**src/rtl/dbpa_pkg.sv**
```systemverilog
// Package for the DMA block pool allocator: shared constants, codes and the
// controller/datapath interface structs. No dependencies.
`default_nettype none
package dbpa_pkg;
    localparam int unsigned PageBytesDefault = 4096;
    localparam int unsigned MaxPagesDefault  = 16;
    localparam int unsigned UsersMax         = 1023;

    localparam logic [1:0] ST_OK      = 2'd0;
    localparam logic [1:0] ST_NOROOM  = 2'd1;
    localparam logic [1:0] ST_BADCFG  = 2'd2;
    localparam logic [1:0] ST_UNKNOWN = 2'd3;

    localparam logic CMD_ALLOC = 1'b0;
    localparam logic CMD_FREE  = 1'b1;

    localparam logic [1:0] CFG_BLOCK_SIZE = 2'd0;
    localparam logic [1:0] CFG_ALIGNMENT  = 2'd1;
    localparam logic [1:0] CFG_BOUNDARY   = 2'd2;

    // Commands from the controller to the datapath.
    typedef struct packed {
        logic load;      // latch the input item and start a walk
        logic step;      // advance the walk to the slot of the next age
        logic commit;    // perform the table update for the chosen slot
        logic fresh;     // install the spare frame as the newest page
        logic finish;    // load the result register
    } t_dp_cmd;

    // Status from the datapath to the controller.
    typedef struct packed {
        logic is_free;
        logic bad_cfg;
        logic oversize;
        logic age_hit;    // a valid slot of the current age exists
        logic match;      // that slot fits (alloc) or holds the address (free)
        logic last_age;   // current age is the last possible one
        logic spare_ok;
        logic table_full;
    } t_dp_stat;
endpackage
`default_nettype wire

```
**src/rtl/dbpa_ctrl.sv**
```systemverilog
// Controller of the DMA block pool allocator: sequences the age walk.
// Depends on dbpa_pkg.
`default_nettype none
module dbpa_ctrl
    import dbpa_pkg::*;
(
    input  wire logic     i_clk,
    input  wire logic     i_rst_n,
    input  wire logic     i_in_fire,
    input  wire logic     i_out_free,
    input  wire t_dp_stat i_stat,
    output logic          o_busy,
    output t_dp_cmd       o_cmd,
    output logic [1:0]    o_status
);
    localparam logic [2:0] S_IDLE  = 3'd0;
    localparam logic [2:0] S_CHECK = 3'd1;
    localparam logic [2:0] S_WALK  = 3'd2;
    localparam logic [2:0] S_DONE  = 3'd3;

    logic [2:0] r_state, n_state;
    logic [1:0] r_status, n_status;

    always_comb begin
        n_state  = r_state;
        n_status = r_status;
        o_cmd    = '0;
        unique case (r_state)
            S_IDLE: begin
                if (i_in_fire) begin
                    o_cmd.load = 1'b1;
                    n_state    = S_CHECK;
                end
            end
            S_CHECK: begin
                n_status = ST_OK;
                if (!i_stat.is_free && i_stat.bad_cfg) begin
                    n_status = ST_BADCFG;
                    n_state  = S_DONE;
                end else if (!i_stat.is_free && i_stat.oversize) begin
                    n_status = ST_NOROOM;
                    n_state  = S_DONE;
                end else begin
                    n_state = S_WALK;
                end
            end
            S_WALK: begin
                if (i_stat.age_hit && i_stat.match) begin
                    o_cmd.commit = 1'b1;
                    n_state      = S_DONE;
                end else if (i_stat.age_hit && !i_stat.last_age) begin
                    o_cmd.step = 1'b1;
                end else begin
                    n_state = S_DONE;
                    if (i_stat.is_free) begin
                        n_status = ST_UNKNOWN;
                    end else if (i_stat.spare_ok && !i_stat.table_full) begin
                        o_cmd.fresh = 1'b1;
                    end else begin
                        n_status = ST_NOROOM;
                    end
                end
            end
            S_DONE: begin
                if (i_out_free) begin
                    o_cmd.finish = 1'b1;
                    n_state      = S_IDLE;
                end
            end
            default: n_state = S_IDLE;
        endcase
    end

    always_ff @(posedge i_clk) begin
        if (!i_rst_n) begin
            r_state  <= S_IDLE;
            r_status <= ST_OK;
        end else begin
            r_state  <= n_state;
            r_status <= n_status;
        end
    end

    assign o_busy   = (r_state != S_IDLE);
    assign o_status = r_status;

`ifndef SYNTHESIS
    a_load_idle: assert property (@(posedge i_clk) disable iff (!i_rst_n)
        o_cmd.load |-> r_state == S_IDLE) else $error("load outside idle");
    a_one_update: assert property (@(posedge i_clk) disable iff (!i_rst_n)
        !(o_cmd.commit && o_cmd.fresh)) else $error("commit and fresh together");
    a_finish_next: assert property (@(posedge i_clk) disable iff (!i_rst_n)
        o_cmd.finish |=> r_state == S_IDLE) else $error("finish left block busy");
`endif
endmodule
`default_nettype wire

```
**src/rtl/dbpa_datapath.sv**
```systemverilog
// Datapath of the DMA block pool allocator: config registers, page table,
// age walk pointer and result register. Depends on dbpa_pkg.
`default_nettype none
module dbpa_datapath
    import dbpa_pkg::*;
#(
    parameter int unsigned PAGE_BYTES = PageBytesDefault,
    parameter int unsigned MAX_PAGES  = MaxPagesDefault
) (
    input  wire logic        i_clk,
    input  wire logic        i_rst_n,
    input  wire logic        i_cfg_we,
    input  wire logic [1:0]  i_cfg_index,
    input  wire logic [31:0] i_cfg_data,
    input  wire logic        i_command,
    input  wire logic [31:0] i_address,
    input  wire logic [19:0] i_spare_frame,
    input  wire logic        i_spare_ok,
    input  wire t_dp_cmd     i_cmd,
    input  wire logic [1:0]  i_status,
    output t_dp_stat         o_stat,
    output logic [31:0]      o_block_address,
    output logic             o_frame_taken,
    output logic             o_frame_released,
    output logic [19:0]      o_released_frame
);
    localparam int unsigned PB = $clog2(PAGE_BYTES);
    localparam int unsigned FW = PB + 1;           // fill holds PAGE_BYTES
    localparam int unsigned SW = (MAX_PAGES > 1) ? $clog2(MAX_PAGES) : 1;
    localparam int unsigned AW = $clog2(MAX_PAGES + 1);

    logic [12:0] r_block_size, r_alignment;
    logic [31:0] r_boundary;

    logic        r_cmd, r_spare_ok;
    logic [31:0] r_addr;
    logic [19:0] r_spare;

    logic [MAX_PAGES-1:0] r_valid;
    logic [19:0]   r_frame [MAX_PAGES];
    logic [FW-1:0] r_fill  [MAX_PAGES];
    logic [9:0]    r_users [MAX_PAGES];
    logic [SW-1:0] r_age   [MAX_PAGES];

    logic [AW-1:0] r_cur_age;
    logic [SW-1:0] r_sel;        // slot found for the current age
    logic          r_sel_hit;

    // Derived block size.
    logic        bad_cfg, oversize;
    logic [12:0] al_eff, sz_eff;
    assign bad_cfg = (r_block_size == '0) || ((r_alignment & (r_alignment - 13'd1)) != '0);
    assign al_eff  = (r_alignment < 13'd8) ? 13'd8 : r_alignment;
    assign sz_eff  = (r_block_size < al_eff) ? al_eff : r_block_size;
    assign oversize = ({19'd0, sz_eff} > 32'(PAGE_BYTES));

    // Slot of the next age (age 0 on load), looked up and registered before its use.
    logic [AW-1:0] look_age;
    logic [SW-1:0] look_sel;
    logic          look_hit;
    assign look_age = i_cmd.load ? '0 : (r_cur_age + AW'(1));
    always_comb begin
        look_sel = '0;
        look_hit = 1'b0;
        for (int s = MAX_PAGES - 1; s >= 0; s--) begin
            if (r_valid[s] && (AW'(r_age[s]) == look_age)) begin
                look_sel = SW'(s);
                look_hit = 1'b1;
            end
        end
    end

    // Test of the selected slot.
    logic [FW-1:0] s_fill;
    logic [19:0]   s_frame;
    logic [9:0]    s_users;
    logic [44:0]   start_a, end_a;
    logic [31:0]   page_lo;
    logic          fits, has_addr;
    assign s_fill  = r_fill[r_sel];
    assign s_frame = r_frame[r_sel];
    assign s_users = r_users[r_sel];
    assign start_a = ({25'd0, s_frame} << PB) + 45'(s_fill);
    assign end_a   = start_a + 45'(sz_eff) - 45'd1;
    assign page_lo = 32'(({25'd0, s_frame} << PB));
    always_comb begin
        fits = (32'(s_fill) + 32'(sz_eff)) <= 32'(PAGE_BYTES);
        if (r_boundary != '0 &&
            (((start_a ^ end_a) & ~(45'(r_boundary) - 45'd1)) != '0))
            fits = 1'b0;
    end
    assign has_addr = (r_addr - page_lo) < 32'(PAGE_BYTES);

    logic [SW-1:0] fresh_slot;
    always_comb begin
        fresh_slot = '0;
        for (int s = MAX_PAGES - 1; s >= 0; s--)
            if (!r_valid[s]) fresh_slot = SW'(s);
    end

    assign o_stat.is_free    = r_cmd;
    assign o_stat.bad_cfg    = bad_cfg;
    assign o_stat.oversize   = oversize;
    assign o_stat.age_hit    = r_sel_hit;
    assign o_stat.match      = r_cmd ? has_addr : fits;
    assign o_stat.last_age   = (r_cur_age == AW'(MAX_PAGES - 1));
    assign o_stat.spare_ok   = r_spare_ok;
    assign o_stat.table_full = &r_valid;

    logic [9:0] users_dec;
    logic       release_pg;
    assign users_dec  = (s_users != '0) ? s_users - 10'd1 : '0;
    assign release_pg = r_cmd && users_dec == '0 && s_fill >= FW'(PAGE_BYTES);

    // Result held in pieces until the output register loads.
    logic [31:0] r_res_addr;
    logic        r_res_taken, r_res_rel;
    logic [19:0] r_res_frame;

    always_ff @(posedge i_clk) begin
        if (!i_rst_n) begin
            r_block_size <= 13'd64;
            r_alignment  <= 13'd8;
            r_boundary   <= '0;
            r_valid      <= '0;
        end else begin
            if (i_cfg_we) begin
                unique case (i_cfg_index)
                    CFG_BLOCK_SIZE: r_block_size <= i_cfg_data[12:0];
                    CFG_ALIGNMENT:  r_alignment  <= i_cfg_data[12:0];
                    CFG_BOUNDARY:   r_boundary   <= i_cfg_data;
                    default: ;
                endcase
            end
            if (i_cmd.commit && release_pg) begin
                r_valid[r_sel] <= 1'b0;
            end
            if (i_cmd.fresh) begin
                r_valid[fresh_slot] <= 1'b1;
            end
        end
    end

    always_ff @(posedge i_clk) begin
        if (i_cmd.load) begin
            r_cmd       <= i_command;
            r_addr      <= i_address;
            r_spare     <= i_spare_frame;
            r_spare_ok  <= i_spare_ok;
            r_res_addr  <= '0;
            r_res_taken <= 1'b0;
            r_res_rel   <= 1'b0;
            r_res_frame <= '0;
        end
        if (i_cmd.load || i_cmd.step) begin
            r_cur_age <= look_age;
            r_sel     <= look_sel;
            r_sel_hit <= look_hit;
        end
        if (i_cmd.commit) begin
            if (!r_cmd) begin
                r_res_addr     <= start_a[31:0];
                r_fill[r_sel]  <= s_fill + FW'(sz_eff);
                r_users[r_sel] <= (s_users < 10'(UsersMax)) ? s_users + 10'd1 : s_users;
            end else begin
                r_users[r_sel] <= users_dec;
                if (release_pg) begin
                    r_res_rel   <= 1'b1;
                    r_res_frame <= s_frame;
                    for (int t = 0; t < MAX_PAGES; t++)
                        if (r_valid[t] && r_age[t] > r_age[r_sel])
                            r_age[t] <= r_age[t] - SW'(1);
                end
            end
        end
        if (i_cmd.fresh) begin
            for (int t = 0; t < MAX_PAGES; t++)
                if (r_valid[t]) r_age[t] <= r_age[t] + SW'(1);
            r_frame[fresh_slot] <= r_spare;
            r_fill[fresh_slot]  <= FW'(sz_eff);
            r_users[fresh_slot] <= 10'd1;
            r_age[fresh_slot]   <= '0;
            r_res_addr          <= 32'(({25'd0, r_spare} << PB));
            r_res_taken         <= 1'b1;
        end
        if (i_cmd.finish) begin
            o_block_address  <= (i_status == ST_OK) ? r_res_addr : '0;
            o_frame_taken    <= r_res_taken;
            o_frame_released <= r_res_rel;
            o_released_frame <= r_res_frame;
        end
    end

`ifndef SYNTHESIS
    a_release_only_free: assert property (@(posedge i_clk) disable iff (!i_rst_n)
        (i_cmd.commit && release_pg) |-> r_cmd) else $error("release on alloc");
    a_fresh_has_room: assert property (@(posedge i_clk) disable iff (!i_rst_n)
        i_cmd.fresh |-> !(&r_valid)) else $error("fresh page into full table");
    a_commit_valid: assert property (@(posedge i_clk) disable iff (!i_rst_n)
        i_cmd.commit |-> r_valid[r_sel]) else $error("commit on empty slot");
`endif
endmodule
`default_nettype wire

```
**src/rtl/dma_block_pool_allocator_core.sv**
```systemverilog
// DMA block pool allocator, top level: controller, datapath and stream ports.
// Depends on dbpa_pkg, dbpa_ctrl and dbpa_datapath.
//
// Usage: one command transaction enters on the s_axis group and one result
// transaction leaves on the m_axis group. An alloc carves a block from the
// newest page with room, or installs the offered spare frame; a free looks
// up the page by DMA address and may release it.
// Sequence: an alloc refused by the configuration checks goes from the check
// state straight to done; any other command walks the table ages, newest to
// oldest, up to MAX_PAGES of them. There is a single table walk pointer, so
// one item is in flight at a time, and the next command is taken the cycle
// after the result loads.
// Configuration: i_cfg_we with i_cfg_index 0 block size, 1 alignment,
// 2 boundary; write only while no transaction is in flight.
// Reset (synchronous, active low) empties the page table and restores the
// default configuration: block size 64, alignment 8, no boundary.
// Stall: the result sits in the output register until taken; the next
// command can be accepted as soon as the previous result has been loaded
// into that register, and its own result waits for the register to empty.
`default_nettype none
module dma_block_pool_allocator_core
    import dbpa_pkg::*;
#(
    parameter int unsigned PAGE_BYTES = PageBytesDefault,
    parameter int unsigned MAX_PAGES  = MaxPagesDefault
) (
    input  wire logic        i_clk,
    input  wire logic        i_rst_n,
    input  wire logic        i_cfg_we,
    input  wire logic [1:0]  i_cfg_index,
    input  wire logic [31:0] i_cfg_data,
    input  wire logic        s_axis_tvalid,
    output logic             s_axis_tready,
    // tdata: command[0], address[32:1], spare_frame[52:33], spare_ok[53], zeros
    input  wire logic [55:0] s_axis_tdata,
    output logic             m_axis_tvalid,
    input  wire logic        m_axis_tready,
    // tdata: status[1:0], block_address[33:2], frame_taken[34],
    // frame_released[35], released_frame[55:36]
    output logic [55:0]      m_axis_tdata
);
    t_dp_cmd     cmd;
    t_dp_stat    stat;
    logic        busy, in_fire, out_free;
    logic [1:0]  status;
    logic [1:0]  r_out_status;
    logic [31:0] blk;
    logic        taken, rel;
    logic [19:0] rframe;
    logic        r_out_valid;

    assign s_axis_tready = !busy;
    assign in_fire  = s_axis_tvalid && s_axis_tready;
    assign out_free = !r_out_valid || m_axis_tready;

    dbpa_ctrl u_ctrl (
        .i_clk      (i_clk),
        .i_rst_n    (i_rst_n),
        .i_in_fire  (in_fire),
        .i_out_free (out_free),
        .i_stat     (stat),
        .o_busy     (busy),
        .o_cmd      (cmd),
        .o_status   (status)
    );

    dbpa_datapath #(
        .PAGE_BYTES (PAGE_BYTES),
        .MAX_PAGES  (MAX_PAGES)
    ) u_dp (
        .i_clk            (i_clk),
        .i_rst_n          (i_rst_n),
        .i_cfg_we         (i_cfg_we),
        .i_cfg_index      (i_cfg_index),
        .i_cfg_data       (i_cfg_data),
        .i_command        (s_axis_tdata[0]),
        .i_address        (s_axis_tdata[32:1]),
        .i_spare_frame    (s_axis_tdata[52:33]),
        .i_spare_ok       (s_axis_tdata[53]),
        .i_cmd            (cmd),
        .i_status         (status),
        .o_stat           (stat),
        .o_block_address  (blk),
        .o_frame_taken    (taken),
        .o_frame_released (rel),
        .o_released_frame (rframe)
    );

    always_ff @(posedge i_clk) begin
        if (!i_rst_n) begin
            r_out_valid <= 1'b0;
        end else if (cmd.finish) begin
            r_out_valid <= 1'b1;
        end else if (m_axis_tready) begin
            r_out_valid <= 1'b0;
        end
    end

    always_ff @(posedge i_clk) begin
        if (cmd.finish) r_out_status <= status;
    end

    assign m_axis_tvalid = r_out_valid;
    assign m_axis_tdata  = {rframe, rel, taken, blk, r_out_status};

`ifndef SYNTHESIS
    a_no_overwrite: assert property (@(posedge i_clk) disable iff (!i_rst_n)
        cmd.finish |-> (!r_out_valid || m_axis_tready)) else $error("result overwritten");
    a_hold: assert property (@(posedge i_clk) disable iff (!i_rst_n)
        (m_axis_tvalid && !m_axis_tready) |=> $stable(m_axis_tdata)) else $error("result moved");
    a_ready_idle: assert property (@(posedge i_clk) disable iff (!i_rst_n)
        in_fire |=> !s_axis_tready) else $error("second command while busy");
`endif
endmodule
`default_nettype wire

```
**config.mk**
```make
export PLATFORM = sky130hd
export DESIGN_NAME = dma_block_pool_allocator_core
export DESIGN_NICKNAME = d
export VERILOG_FILES = /design/src/rtl/dbpa_pkg.sv /design/src/rtl/dbpa_ctrl.sv /design/src/rtl/dbpa_datapath.sv /design/src/rtl/dma_block_pool_allocator_core.sv
export SDC_FILE = /design/constraint.sdc
export NUM_CORES = 2
export LEC_CHECK = 0
export ABC_CLOCK_PERIOD_IN_PS = 13100
export CORE_MARGIN = 2
export CORE_UTILIZATION = 40
export CTS_BUF_LIST = sky130_fd_sc_hd__clkbuf_4
export DETAILED_ROUTE_END_ITERATION = 8
export DONT_BUFFER_PORTS = 1
export GPL_TIMING_DRIVEN = 0
export MAX_ROUTING_LAYER = met4
export PLACE_DENSITY_LB_ADDON = 0.25
export SYNTH_ARGS = -nofsm -noshare
export SYNTH_HDL_FRONTEND = slang
export SYNTH_SLANG_ARGS = --single-unit
export TNS_END_PERCENT = 30
```
**constraint.sdc**
```tcl
create_clock -name i_clk -period 13.1 [get_ports i_clk]
set_clock_uncertainty 0.05 [all_clocks]
set_input_delay 3.275 -clock i_clk [delete_from_list [all_inputs] [get_ports i_clk]]
set_output_delay 3.275 -clock i_clk [all_outputs]
set_load 0.005 [all_outputs]
```
==> reports/qor.txt <==
cell count after placement -> 5362
Placement Setup Slack -> -0.206 ns
crit-path max cell delay -> 1.05 ns
Final Cycle Share -> 0.948
Startpoint Class -> register
commonest non-fill, non-tap cell in the layout -> edfxtp_1
Routability Congestion -> 0.951
top cells by area, synth -> edfxtp_1, mux4_2, dfxtp_1
post-route setup slack -> 0.675 ns
Hold Crit Class -> reg2reg
Nets -> 4329
fin. max-slew vios -> 0
CTS tree -> done
Routed Antenna Nets -> 0
final hold viol count -> 0
#FFs+latches synth -> 993
Crit path required time -> 13.78 ns
crit path DAT -> 13.10 ns
die span in y -> 353 um
Post-synth ARST share -> 0
reg2reg setup slack -> 0.67 ns
wire per inst -> 26.1 um
Worst Hold Depth -> 0
critical path class -> reg2reg
setup bufs post-CTS -> 0
power after layout -> 0.0120 W
main flop type after synthesis -> edfxtp_1
number of top-level pins -> 153
most area-hungry cell type in the Yosys netlist -> edfxtp_1
sequential share of the synthesized area -> 0.572
outcome -> finished clean
Root Buffer -> clkbuf_4
row count -> 127
largest net degree at the start of global routing -> 40
HP Start -> u_dp.r_res_rel
detailed-route via count -> 33700
clk sink count -> 993
DPL Wire Length -> 109000 um
FMAX -> 0.0805 GHz
Num CTS Buffers -> 277
share of layout cells above drive strength 1 -> 0.197
Unique masters post-synth -> 93
final core occ -> 0.456
reg2reg start -> u_dp.r_sel[3]
setup violators final -> 0
residual DRC count -> 0
MaxCap Viol Count -> 0
core area -> 120000 sq um
first-pass GRT wire length -> 220000 um
initial antenna violation count -> 11
RR Endpoint -> u_dp.r_fill[10][9]
vias per cell -> 5.77
post-synthesis cell area -> 48700 sq um
H-Tree Depth -> 5
Finished Layout Cells -> 5829
CTS hold repair buffers -> 0
Clock Path Buffers -> 4
Leak Pwr -> 19.4 nW
Initial Util -> 0.404
Min-Delay Endpoint -> u_dp.o_frame_released
Slew @ Worst Pin -> 1.43 ns
IO Port Bufs -> 0
Syn Inst Count -> 3702
RSZ-0062 raised after global routing -> false
Final min period -> 12.43 ns
drt first pass iters -> 6
Crit-path slowest cell -> clkbuf_1
synth warn -> 0
crit-path most repeated cell -> clkbuf_1
die area -> 124000 sq um
Mapped Nets -> 4001
Post-synth EDFFs -> 796
max_slew headroom -> 0.0499
Worst-path clk slew -> 0.06 ns
power per cell area -> 220 nW/um^2
syn avg cell area -> 13.1 sq um
Die W -> 353 um
peak supply drop -> 111 uV
GRT Residual Overflow -> 0
most frequent cells in the layout -> edfxtp_1, clkbuf_4, nand2_1, mux4_2, dfxtp_1
endpoint type of the worst setup path -> register
top-area cell type share of the netlist area -> 0.491
GRT Util Overall -> 0.250
number of global-route vias before repair -> 32500
R2R cell count -> 31
worst skew pair latency -> 1.22 ns
crit path max fanout -> 13
drt total wl -> 152000 um
initial DRC count -> 3578
Area Growth Syn to Fin -> 12.7%
[per-stage QoR]
step	hold slack [ns]	setup TNS [ns]	instance area, sq um
after floorplan	0.358	0	48700
after global placement	0.368	-170.50	50700
after detailed placement	0.369	-0.378	51500
after CTS	0.388	0	54800
after global routing	0.400	0	54800
final	0.385	0	54800
[cells in the mapped netlist, types with 53 or more instances]
library cell    n
edfxtp_1      796
nand2_1       340
mux4_2        205
dfxtp_1       197
ha_1          185
inv_1         174
nor2_1        168
a21oi_1       163
o21ai_0       153
xnor2_1       152
nand3_1       122
clkbuf_1       98
a21boi_0       79
mux2i_1        59
nand4_1        57
a21o_1         56
nor3_1         55
xor2_1         53
[layer usage]
layer,wire length [um],global-route usage
met5,0,-
met4,4020,0.0832
met3,12600,0.0505
met2,69300,0.371
met1,66300,0.342
[power breakdown]
| part | switching (W) | internal, W | leakage, nW |
|---|---|---|---|
| clock network | 0.00129 | 0.00138 | 1.95 |
| registers | 0.000135 | 0.00392 | 8.80 |
| logic | 0.00342 | 0.00190 | 8.61 |
[registers in the layout, summed over array words and instances, names as in the netlist, 2 cells and up]
register               cells
u_dp.o_released_frame     20
u_dp.r_alignment          13
u_dp.r_addr               20
u_dp.r_boundary           32
u_dp.r_cur_age             5
u_dp.r_frame             320
u_dp.r_valid              16
u_dp.r_spare              20
r_out_status               2
u_dp.r_users             160
u_dp.r_fill              208
u_dp.r_res_addr           32
u_dp.o_block_address      32
u_dp.r_age                64
u_dp.r_block_size         13
u_dp.r_res_frame          20
u_ctrl.o_status            2
u_ctrl.r_state             2
u_dp.r_sel                 4
[area by class of cell]
type / instances / area [sq um]
clock buffer: 383 / 2880
inverter: 178 / 669
tap: 1612 / 2020
timing repair buffer: 51 / 721
sequential: 993 / 27800
fill: 11000 / 65400
multi-input combinational: 2363 / 19500
buffer: 166 / 875
clock inverter: 72 / 338
antenna: 11 / 27.5
[worst max-delay path by stage]
stage,end,slack [ns],from,depth (start not counted)
4_1_cts,u_dp.r_age[7][3],0.02,u_dp.r_sel[1],45
3_3_place_gp,u_dp.r_users[0][1],-1.26,u_dp.r_sel[1],37
2_1_floorplan,u_dp.r_age[7][3],3.55,u_dp.r_sel[1],45
3_5_place_dp,u_dp.r_age[7][3],-0.21,u_dp.r_sel[1],45
5_1_grt,u_dp.r_users[6][2],0.09,u_dp.r_sel[0],37
6_report,u_dp.r_fill[10][9],0.67,u_dp.r_sel[3],31
[logic make-up (layout without fill, tap and decap cells)]
group	Yosys count	in the layout	synth area share
fa+ha+maj	206	206	0.0558
xor+xnor	209	209	0.0388
simple gates	979	979	0.0976
compound gates	696	696	0.0945
mux	273	273	0.109
other cells	0	11	0
flops	993	993	0.572
buf+inv	346	850	0.0318
[worst max-delay path, delay by kind of cell (launching register included)]
kind,cells,cell delay [ns]
mux,1,0.60
simple gates,5,2.14
fa+ha+maj,3,0.94
compound gates,12,3.33
flops,1,0.35
buf+inv,9,4.17
xor+xnor,1,0.39
[timing repair]
item                                    in CTS  in global routing
resized for setup                            1                  0
hold endpoints to repair                     0                  0
endpoints found under the setup margin      12                 65
(Power assumes the default switching activity.)
